===== config.mk =====
export PLATFORM = sky130hd
export DESIGN_NAME = ps2mps_parser
export DESIGN_NICKNAME = d
export VERILOG_FILES = /design/src/hdl/ps2mps_pkg.sv /design/src/hdl/ps2mps_parser.sv
export SDC_FILE = /design/constraint.sdc
export NUM_CORES = 1
export LEC_CHECK = 0
export BUFFER_PORTS_ARGS = -buffer_cell sky130_fd_sc_hd__buf_4
export CORE_UTILIZATION = 43
export CTS_CLUSTER_DIAMETER = 30
export DETAILED_ROUTE_END_ITERATION = 12
export GPL_TIMING_DRIVEN = 0
export PLACE_DENSITY_LB_ADDON = 0.3
export SETUP_SLACK_MARGIN = 0.02
export SYNTH_ARGS = -nofsm -noshare
export SYNTH_HDL_FRONTEND = slang
export SYNTH_SLANG_ARGS = --single-unit

===== constraint.sdc =====
create_clock -name clk -period 1.44 [get_ports clk]
set_clock_uncertainty 0.05 [all_clocks]
set_input_delay 0.072 -clock clk [delete_from_list [all_inputs] [get_ports clk]]
set_output_delay 0.072 -clock clk [all_outputs]
set_load 0.02 [all_outputs]

===== src/hdl/ps2mps_pkg.sv =====
// Shared types and constants of the PS/2 mouse packet stack.
`default_nettype none
package ps2mps_pkg;

	localparam int STACK_DEPTH = 512;
	localparam int ADDR_W      = $clog2(STACK_DEPTH);
	localparam int CNT_W       = $clog2(STACK_DEPTH + 1);

	localparam int S_TDATA_W   = 8;
	localparam int M_TDATA_W   = 24;
	localparam int SYNC_BIT    = 3;

	typedef enum logic {
		OP_BYTE = 1'b0,
		OP_POP  = 1'b1
	} op_t;

	typedef struct packed {
		logic signed [8:0] y_move;
		logic signed [7:0] x_move;
		logic        [2:0] buttons;
	} packet_t;

	localparam int PKT_W = $bits(packet_t);

	typedef struct packed {
		logic    valid;
		packet_t pkt;
	} push_t;

endpackage
`default_nettype wire


===== src/hdl/ps2mps_parser.sv =====
// Byte parser: assembles three mouse bytes into one packet.
`default_nettype none
module ps2mps_parser
	import ps2mps_pkg::*;
(
	input  wire logic       clk,
	input  wire logic       arst_n,
	input  wire logic       byte_en,
	input  wire logic [7:0] data_byte,
	output push_t           push
);

	typedef enum logic [1:0] {
		PH_HDR = 2'd0,
		PH_X   = 2'd1,
		PH_Y   = 2'd2
	} phase_t;

	phase_t     phase_q;
	logic [7:0] header_q;
	logic [7:0] x_q;

	always_ff @(posedge clk or negedge arst_n) begin
		if (!arst_n) begin
			phase_q  <= PH_HDR;
			header_q <= '0;
			x_q      <= '0;
		end else if (byte_en) begin
			case (phase_q)
				PH_HDR: begin
					header_q <= data_byte;
					if (data_byte[SYNC_BIT])
						phase_q <= PH_X;
				end
				PH_X: begin
					x_q     <= data_byte;
					phase_q <= PH_Y;
				end
				PH_Y: phase_q <= PH_HDR;
				default: phase_q <= PH_HDR;
			endcase
		end
	end

	// y is the negated, sign-extended third byte
	always_comb begin
		push.valid       = byte_en && (phase_q == PH_Y);
		push.pkt.buttons = header_q[2:0];
		push.pkt.x_move  = x_q;
		push.pkt.y_move  = 9'sd0 - $signed({data_byte[7], data_byte});
	end

endmodule
`default_nettype wire


== Yosys cells after proc, flatten, opt, wreduce, memory -nomap -nowiden ==
Index checks and enable logic that the tools add are counted.

* RAM bits: 0
* Memories: 0
* Bits in registers: 13
* Memory bits (read-only): 0
* Bits in latches: 0

* Multipliers: 0
* Shift operators: 0
* Reduce and logical (&&, ||, !) cells: 5
* Mux-type cells: 2
* Order comparisons: 0
* $add $sub $neg: 1
* Div/mod/pow operators: 0
* Bitwise operators: 0
* Eq/ne operators: 3

{| class="wikitable"
|+ Operators with widths
! cell !! number
|-
| subtractor 1 x 8 -> 9 bit (first input constant) || 1
|-
| AND reduction 2 bit || 3
|-
| one-hot mux 2 bit (2 select lines) || 1
|-
| == test 2 x 1 -> 1 bit (second input constant) || 1
|-
| == test 2 bit (second input constant) || 1
|-
| logical NOT 2 bit || 1
|-
| 2-to-1 mux 2 bit || 1
|-
| != test 2 bit (second input constant) || 1
|-
| logical AND 1 bit || 1
|}

== Longest topological paths before layout ==
Gate-level depths: netlist of run 1.

* Depth in word-level cells: 3
* Gate-level depth with buffers: 5
* Gate-level depth less buffers: 5

== Worst setup path before layout of run 1 ==
Ideal clock, no wire load.

* Kind: reg2reg
* Start: register phase_q[0]
* End: register header_q[0]
* Data arrival time: 1.134 ns
* Setup slack: 0.132 ns
* Stages on the path, launching flop included: 3
* Required time: 1.265 ns
* Period minus slack after synthesis: 1.308 ns
* Library setup time: 0.125 ns
* Cell sequence: dfrtp_1 > nor3b_1 > mux2_2

* Longest elaborated chain between the ends: 2

{| class="wikitable"
|+ RTL lines
! element !! RTL line !! source
|-
| start: declaration || ps2mps_parser.sv:19 || <nowiki>phase_t phase_q;</nowiki>
|-
| start signal: assignment || ps2mps_parser.sv:25 || <nowiki>phase_q <= PH_HDR;</nowiki>
|-
| start signal: assignment || ps2mps_parser.sv:33 || <nowiki>phase_q <= PH_X;</nowiki>
|-
| start signal: assignment || ps2mps_parser.sv:37 || <nowiki>phase_q <= PH_Y;</nowiki>
|-
| logical NOT 2 bit || ps2mps_parser.sv:29 || <nowiki>case (phase_q)</nowiki>
|-
| AND reduction 2 bit (no source line) || - ||
|-
| end signal: assignment || ps2mps_parser.sv:31 || <nowiki>header_q <= data_byte;</nowiki>
|-
| end: declaration || ps2mps_parser.sv:20 || <nowiki>logic [7:0] header_q;</nowiki>
|}

No other way between the ends.
A chain may end at the register's enable or synchronous reset.

==> results.txt, run 1 <==
F_max = 746 MHz
Maximum clock path buffer count = 2
Period Utilization, post-route = 93.1%
Top cells by area, synth = dfrtp_1 (51%), mux2_2 (16%), xnor2_1 (5.5%), o21ai_0 (3.9%), nor4_4 (3.3%)
Distinct cells, synth = 19
Overall power = 1460 µW
DRT antenna net count = 0
Vias/cell = 4.90
Syn. warnings = 0
Mean Syn Cell Area = 11.8 µm²
Vias in the first global route = 442
Largest stage delay, worst path = 0.56 ns
First-pass GRT wire length = 1850 µm
Critical Path End Type = primary output
Register area share after synthesis = 51.0%
DRC viols = 0
Die Y = 40.5 µm
PwrDens = 1550 mW/mm²
Clk slew on worst S/H paths = 0.08 ns
Crit path required time = 1.32 ns
Antenna violations before repair = 0
Number of max-cap violations = 0
Clock latency on the worst-skew pair = 0.27 ns
GRT overflow = 0
Fin. Hold Viols = 0
Final HPWL DP = 988 µm
Critical-path maximum fanout = 4
Syn Nets = 66
Worst Setup Start Kind = primary input
CP cell instances = buf_4 > or4_4 > nor4_4 > xnor2_1 > buf_4
Clock sink count = 13
# Post-CTS Setup Buffers = 0
Slew Viols, Final = 0
Final setup margin = 0.0998 ns
P&R area growth vs syn = 47.5%
Drt total wl = 1290 µm
Setup Viol. Count Final = 0
Rel. slew slack = 80.6%
Yosys top cell area share = 51.0%
VDD IR-drop max = 0.830 mV
Pre-CTS setup slack = 0.0370 ns
Die Area = 0.00164 mm²
Period minus WS final = 1.34 ns
Fin Setup TNS = 0 ns
Final nets = 104
Top Ports = 32
Pre-Repair DR Iteration Count = 4
Count of state elements after synthesis = 13
Core Region = 0.00133 mm²
Yosys top cell by area = dfrtp_1
R2R Setup Slk = 0.12 ns
Input/output buffers = 31
Crit path kind = in2out
CTS Buf Count = 3
CP max stage cell = or4_4
Initial DRC count = 15
Vias = 519
Layout cells sized above 1 = 52.7%
Worst EP arrival = 1.22 ns
Hold Crit Class = in2reg
Row Count = 13
Worst Max-Slew Pin Slew = 0.290 ns
RSZ-0062 raised after global routing = false
Cell Area, Synth = 638 µm²
Die span in x = 40.5 µm
Largest net degree at the start of global routing = 14
Pleak = 0.000449 µW
Clock root buffer = clkbuf_4
Fillcell total = 109
Routed len/inst = 12.2 µm
Antenna cells = 0
Synth Instances = 54
Most used cell, CP = buf_4
Gpl congestion = 0.796
Gr usage total = 17.6%
Status = finished clean
H-Tree Depth = 1
CTS tree = done
Initial core utilization = 47.8%
path summary, 6_finish.rpt:
check / start / depth (start not counted) / endpoint
min in group asynchronous: arst_n / 2 / x_q[7]
worst min register to register: x_q[0] / 2 / x_q[0]
worst min-delay path: data_byte[7] / 2 / x_q[7]
worst max-delay path: data_byte[4] / 5 / push[18]
max in group asynchronous: arst_n / 2 / x_q[3]
worst max register to register: phase_q[1] / 3 / x_q[3]
cells by family (layout without fill, tap and decap cells):
logic type,after synthesis,count (layout),synth area share (%)
compound gates,5,5,3.92
xor+xnor,5,5,6.86
fa+ha+maj,1,1,1.96
buf+inv,7,44,4.90
flops,13,13,51.0
mux,9,9,15.9
simple gates,14,14,15.5
placed cells by master (no fill, tap or decap):
master         instances
ha_1                   1
and3_1                 1
clkbuf_4               3
nor3b_1                1
o21ai_0                5
nor3b_2                1
nor4_4                 1
mux2_2                 9
dfrtp_1               13
xnor2_1                4
buf_4                 32
buf_2                  1
nor3_1                 2
or4_4                  1
or3_1                  1
clkbuf_1               1
inv_1                  5
nor2b_1                1
nand3b_1               1
nand2_1                3
xor2_1                 1
dlygate4sd3_1          2
nor2_1                 1
power by group:
group	switching [µW]	internal, µW
registers	69.1	504
clock network	115	107
logic	341	327
stage by stage:
stage / instances / area [µm²] / util, % / hold WS (ns)
after detailed placement: 100 / 890 / 66.7 / -0.121
after global routing: 106 / 941 / 70.5 / 0.00195
after floorplan: 54 / 638 / - / -0.274
after CTS: 106 / 936 / 70.2 / 0.00917
after global placement: 100 / 890 / 66.7 / -0.124
final: 106 / 941 / 70.5 / 0.00793
cell type report:
class                           count  area, µm²  area share [%]
Multi-Input combinational cell     34        287            30.5
Clock buffer                        4       26.3            2.79
Buffer                              2       12.5            1.33
Timing Repair Buffer               33        253            26.9
Tap cell                           15       18.8            1.99
Inverter                            5       18.8            1.99
Sequential cell                    13        325            34.6
critical path: cells and delay by family:
kind | cells | cell delay (ns)
xor+xnor | 1 | 0.15
buf+inv | 2 | 0.29
simple gates | 2 | 0.71
cells in the mapped netlist (all sizes together):
cell and n:
nor2 1, o21ai 5, nand3b 1, ha 1
nor2b 1, xnor2 4, or3 1, or4 1
mux2 9, nand2 3, buf 2, nor4 1
and3 1, xor2 1, inv 5, nor3b 2
nor3 2, dfrtp 13
sequential cells by signal, summed over array words and instances (netlist names):
register and cells:
x_q 8, header_q 3, phase_q 2
layer usage:
| metal | global-route usage (%) | part of all wire (%) |
|---|---|---|
| met1 | 20.9 | 44 |
| met2 | 29.4 | 48 |
| met3 | 3.33 | 7.6 |
| met4 | 10.0 | 1.0 |
| met5 | 0 | 0 |
timing repair:
action | CTS | global route
endpoints found under the setup margin | 0 | 3
hold buffers | 2 | 0
endpoints found under the hold margin | 15 | 0
resized for setup | 0 | 1
Note: power is estimated with default switching activity, not from simulation.
==> inputs of run 2 (changes only) <==
Settings changed: CORE_UTILIZATION 43 to 49, CTS_BUF_LIST set to sky130_fd_sc_hd__clkbuf_4 sky130_fd_sc_hd__clkbuf_8.
Clock period 1.44 ns to 1.7 ns, I/O delays scaled along.
==> run 2 against run 1 <==
Effect of this change: clock-buffer cell count is the same; sequential cell count is the same; sequential share of layout area grew 0.092 points; utilization grew 11 points; critical path type is now in2reg; power shrank 14%.
==> results.txt, run 2 (synthesized netlist as in run 1, its figures left out) <==
First-pass GRT wire length = 1990 µm (+7.5%)
Sw frac = 35.8% (-0.11 points)
Maximum clock path buffer count = 2 (unchanged)
Slew Viols, Final = 0 (unchanged)
Worst Max-Slew Pin Slew = 0.577 ns (+0.287 ns)
Max FFs per register = 8 (unchanged)
Setup Viol. Count Final = 0 (unchanged)
Core Region = 0.00116 mm² (-13%)
Drt total wl = 1370 µm (+6.0%)
Clock sink count = 13 (unchanged)
Pleak = 0.000449 µW (+0.16%)
Antenna cells = 0 (unchanged)
Worst r2r src = phase_q[0]
VDD IR-drop max = 0.902 mV (+8.6%)
Die Y = 38.1 µm (-6.0%)
Layout cells sized above 1 = 52.7% (unchanged)
Clock latency on the worst-skew pair = 0.27 ns (about the same)
Final nets = 104 (unchanged)
Grt peak-use layer = met2
PwrDens = 1340 mW/mm² (-14%)
Period Utilization, post-route = 90.4%
Status = finished clean
Initial core utilization = 55.2% (+7.4 points)
Pre-Repair DR Iteration Count = 4 (unchanged)
Fin Setup TNS = 0 ns (unchanged)
Layout Cell Area excl Fill = 938 µm² (-0.27%)
DRC viols = 0 (unchanged)
Number of max-cap violations = 0 (unchanged)
Antenna violations before repair = 0 (unchanged)
Pre-CTS setup slack = 0.248 ns (+0.211 ns)
Hold_sp = data_byte[5]
Final setup margin = 0.163 ns (+0.0633 ns)
Routed len/inst = 13.0 µm (+7.1%)
CP cell instances = dlygate4sd3_1 > buf_4 > nor3b_1 > mux2_2
Largest registers = x_q: 8 flops, header_q: 3 flops, phase_q: 2 flops
Critical-path maximum fanout = 5 (+1)
Gpl congestion = 0.715 (-10%)
Hold Crit Class = in2reg
Worst hold slack = 0.0357 ns (+0.0278 ns)
Critical Path End Type = flop
Clk pwr share = 15.9% (+0.7 points)
Initial DRC count = 12 (-3)
DP Area = 888 µm² (-0.14%)
Gr usage total = 20.2% (+2.6 points)
Vias in the first global route = 472 (+6.8%)
Rel. slew slack = 61.4% (-19 points)
Final Util = 81.2% (+11 points)
Vias = 543 (+4.6%)
FF+latch area = 325 µm² (unchanged)
Worst Setup Start Kind = primary input
Net Sw Power = 451 µW (-14%)
Met3 global-route usage = 2.33% (-1.0 points)
Clock root buffer = clkbuf_4
Internal power = 810 µW (-14%)
Setup crit start = byte_en
Commonest non-fill, non-tap cells in the layout = buf_4 (32), dfrtp_1 (13), mux2_2 (9), inv_1 (5), o21ai_0 (5)
R2R Setup Slk = 0.21 ns (+0.09 ns)
Vias/cell = 5.17 (+5.6%)
Fillcell total = 77 (-29%)
Commonest non-fill, non-tap cell in the layout = buf_4
Seq pwr share = 38.9% (-0.3 points)
CP max stage cell = dlygate4sd3_1
Largest Register = x_q
Crit path kind = in2reg
Met1 Use GR = 26.1% (+5.2 points)
Die span in x = 38.1 µm (-6.0%)
CTS tree = done
Period minus WS final = 1.54 ns
Crit path required time = 1.80 ns (+0.48 ns)
DRT antenna net count = 0 (unchanged)
RSZ-0062 raised after global routing = false
Met2 usage = 33.1% (+3.7 points)
Clk slew on worst S/H paths = 0.08 ns (about the same)
Final HPWL DP = 1010 µm (+2.3%)
Top Ports = 32 (unchanged)
# Post-CTS Setup Buffers = 0 (unchanged)
Combinational Power Share = 45.2% (-0.4 points)
Worst EP arrival = 1.64 ns (+0.42 ns)
Input/output buffers = 31 (unchanged)
H-Tree Depth = 1 (unchanged)
P&R area growth vs syn = 47.1%
F_max = 651 MHz
Row Count = 12 (-1)
GRT overflow = 0 (unchanged)
Largest stage delay, worst path = 0.53 ns (-0.03 ns)
Multi-input gate area = 282 µm² (-1.7%)
Fin. Hold Viols = 0 (unchanged)
Die Area = 0.00145 mm² (-12%)
CTS Buf Count = 3 (unchanged)
Largest net degree at the start of global routing = 14 (unchanged)
run 2: cell counts in the layout (fill, tap and decap cells not counted):
Identical to the previous run, type by type.
run 2: cell type report:
class	count	area share, %
sequential	13	34.7
multi-input combinational	34	30.0
timing repair buffer	33	26.9
clock buffer	4	3.20
inverter	5	2.00
tap	14	1.87
buffer	2	1.33
run 2: metrics by stage:
stage | instances | total power (µW)
2_1_floorplan | 54 | 794
6_report | 105 | 1260
4_1_cts | 105 | 1270
3_3_place_gp | 99 | 1040
3_5_place_dp | 99 | 1060
5_1_grt | 105 | 1330
run 2: timing repair:
| item | 4_1_cts | 5_1_grt |
|---|---|---|
| hold endpoints to repair | 15 | 0 |
| resized for setup | 0 | 0 |
| hold buffers | 2 | 0 |
run 2: power by group through the flow:
stage          Clock (µW)  Combinational (µW)  Sequential (µW)
2_1_floorplan           0                 165              630
3_3_place_gp            0                 557              488
3_5_place_dp            0                 568              496
4_1_cts               207                 575              489
5_1_grt               221                 602              503
6_report              201                 570              490
run 2: metal layers:
layer | wire length [µm] | part of all wire [%]
met5 | 0 | 0
met4 | 0 | 0
met3 | 122 | 8.9
met2 | 656 | 48
met1 | 589 | 43
run 2: worst paths after layout:
kind                          endpoint  cells past startpoint
setup / recovery           header_q[0]                      4
hold / removal                  x_q[5]                      2
setup reg to reg           header_q[0]                      2
hold reg to reg                 x_q[1]                      2
max in group asynchronous       x_q[7]                      2
min in group asynchronous       x_q[1]                      2
run 2: worst max-delay path, delay by kind of cell:
| kind | cells | cell delay (ns) |
|---|---|---|
| muxes | 1 | 0.40 |
| buffers and inverters | 2 | 0.66 |
| and+or+nand+nor | 1 | 0.49 |
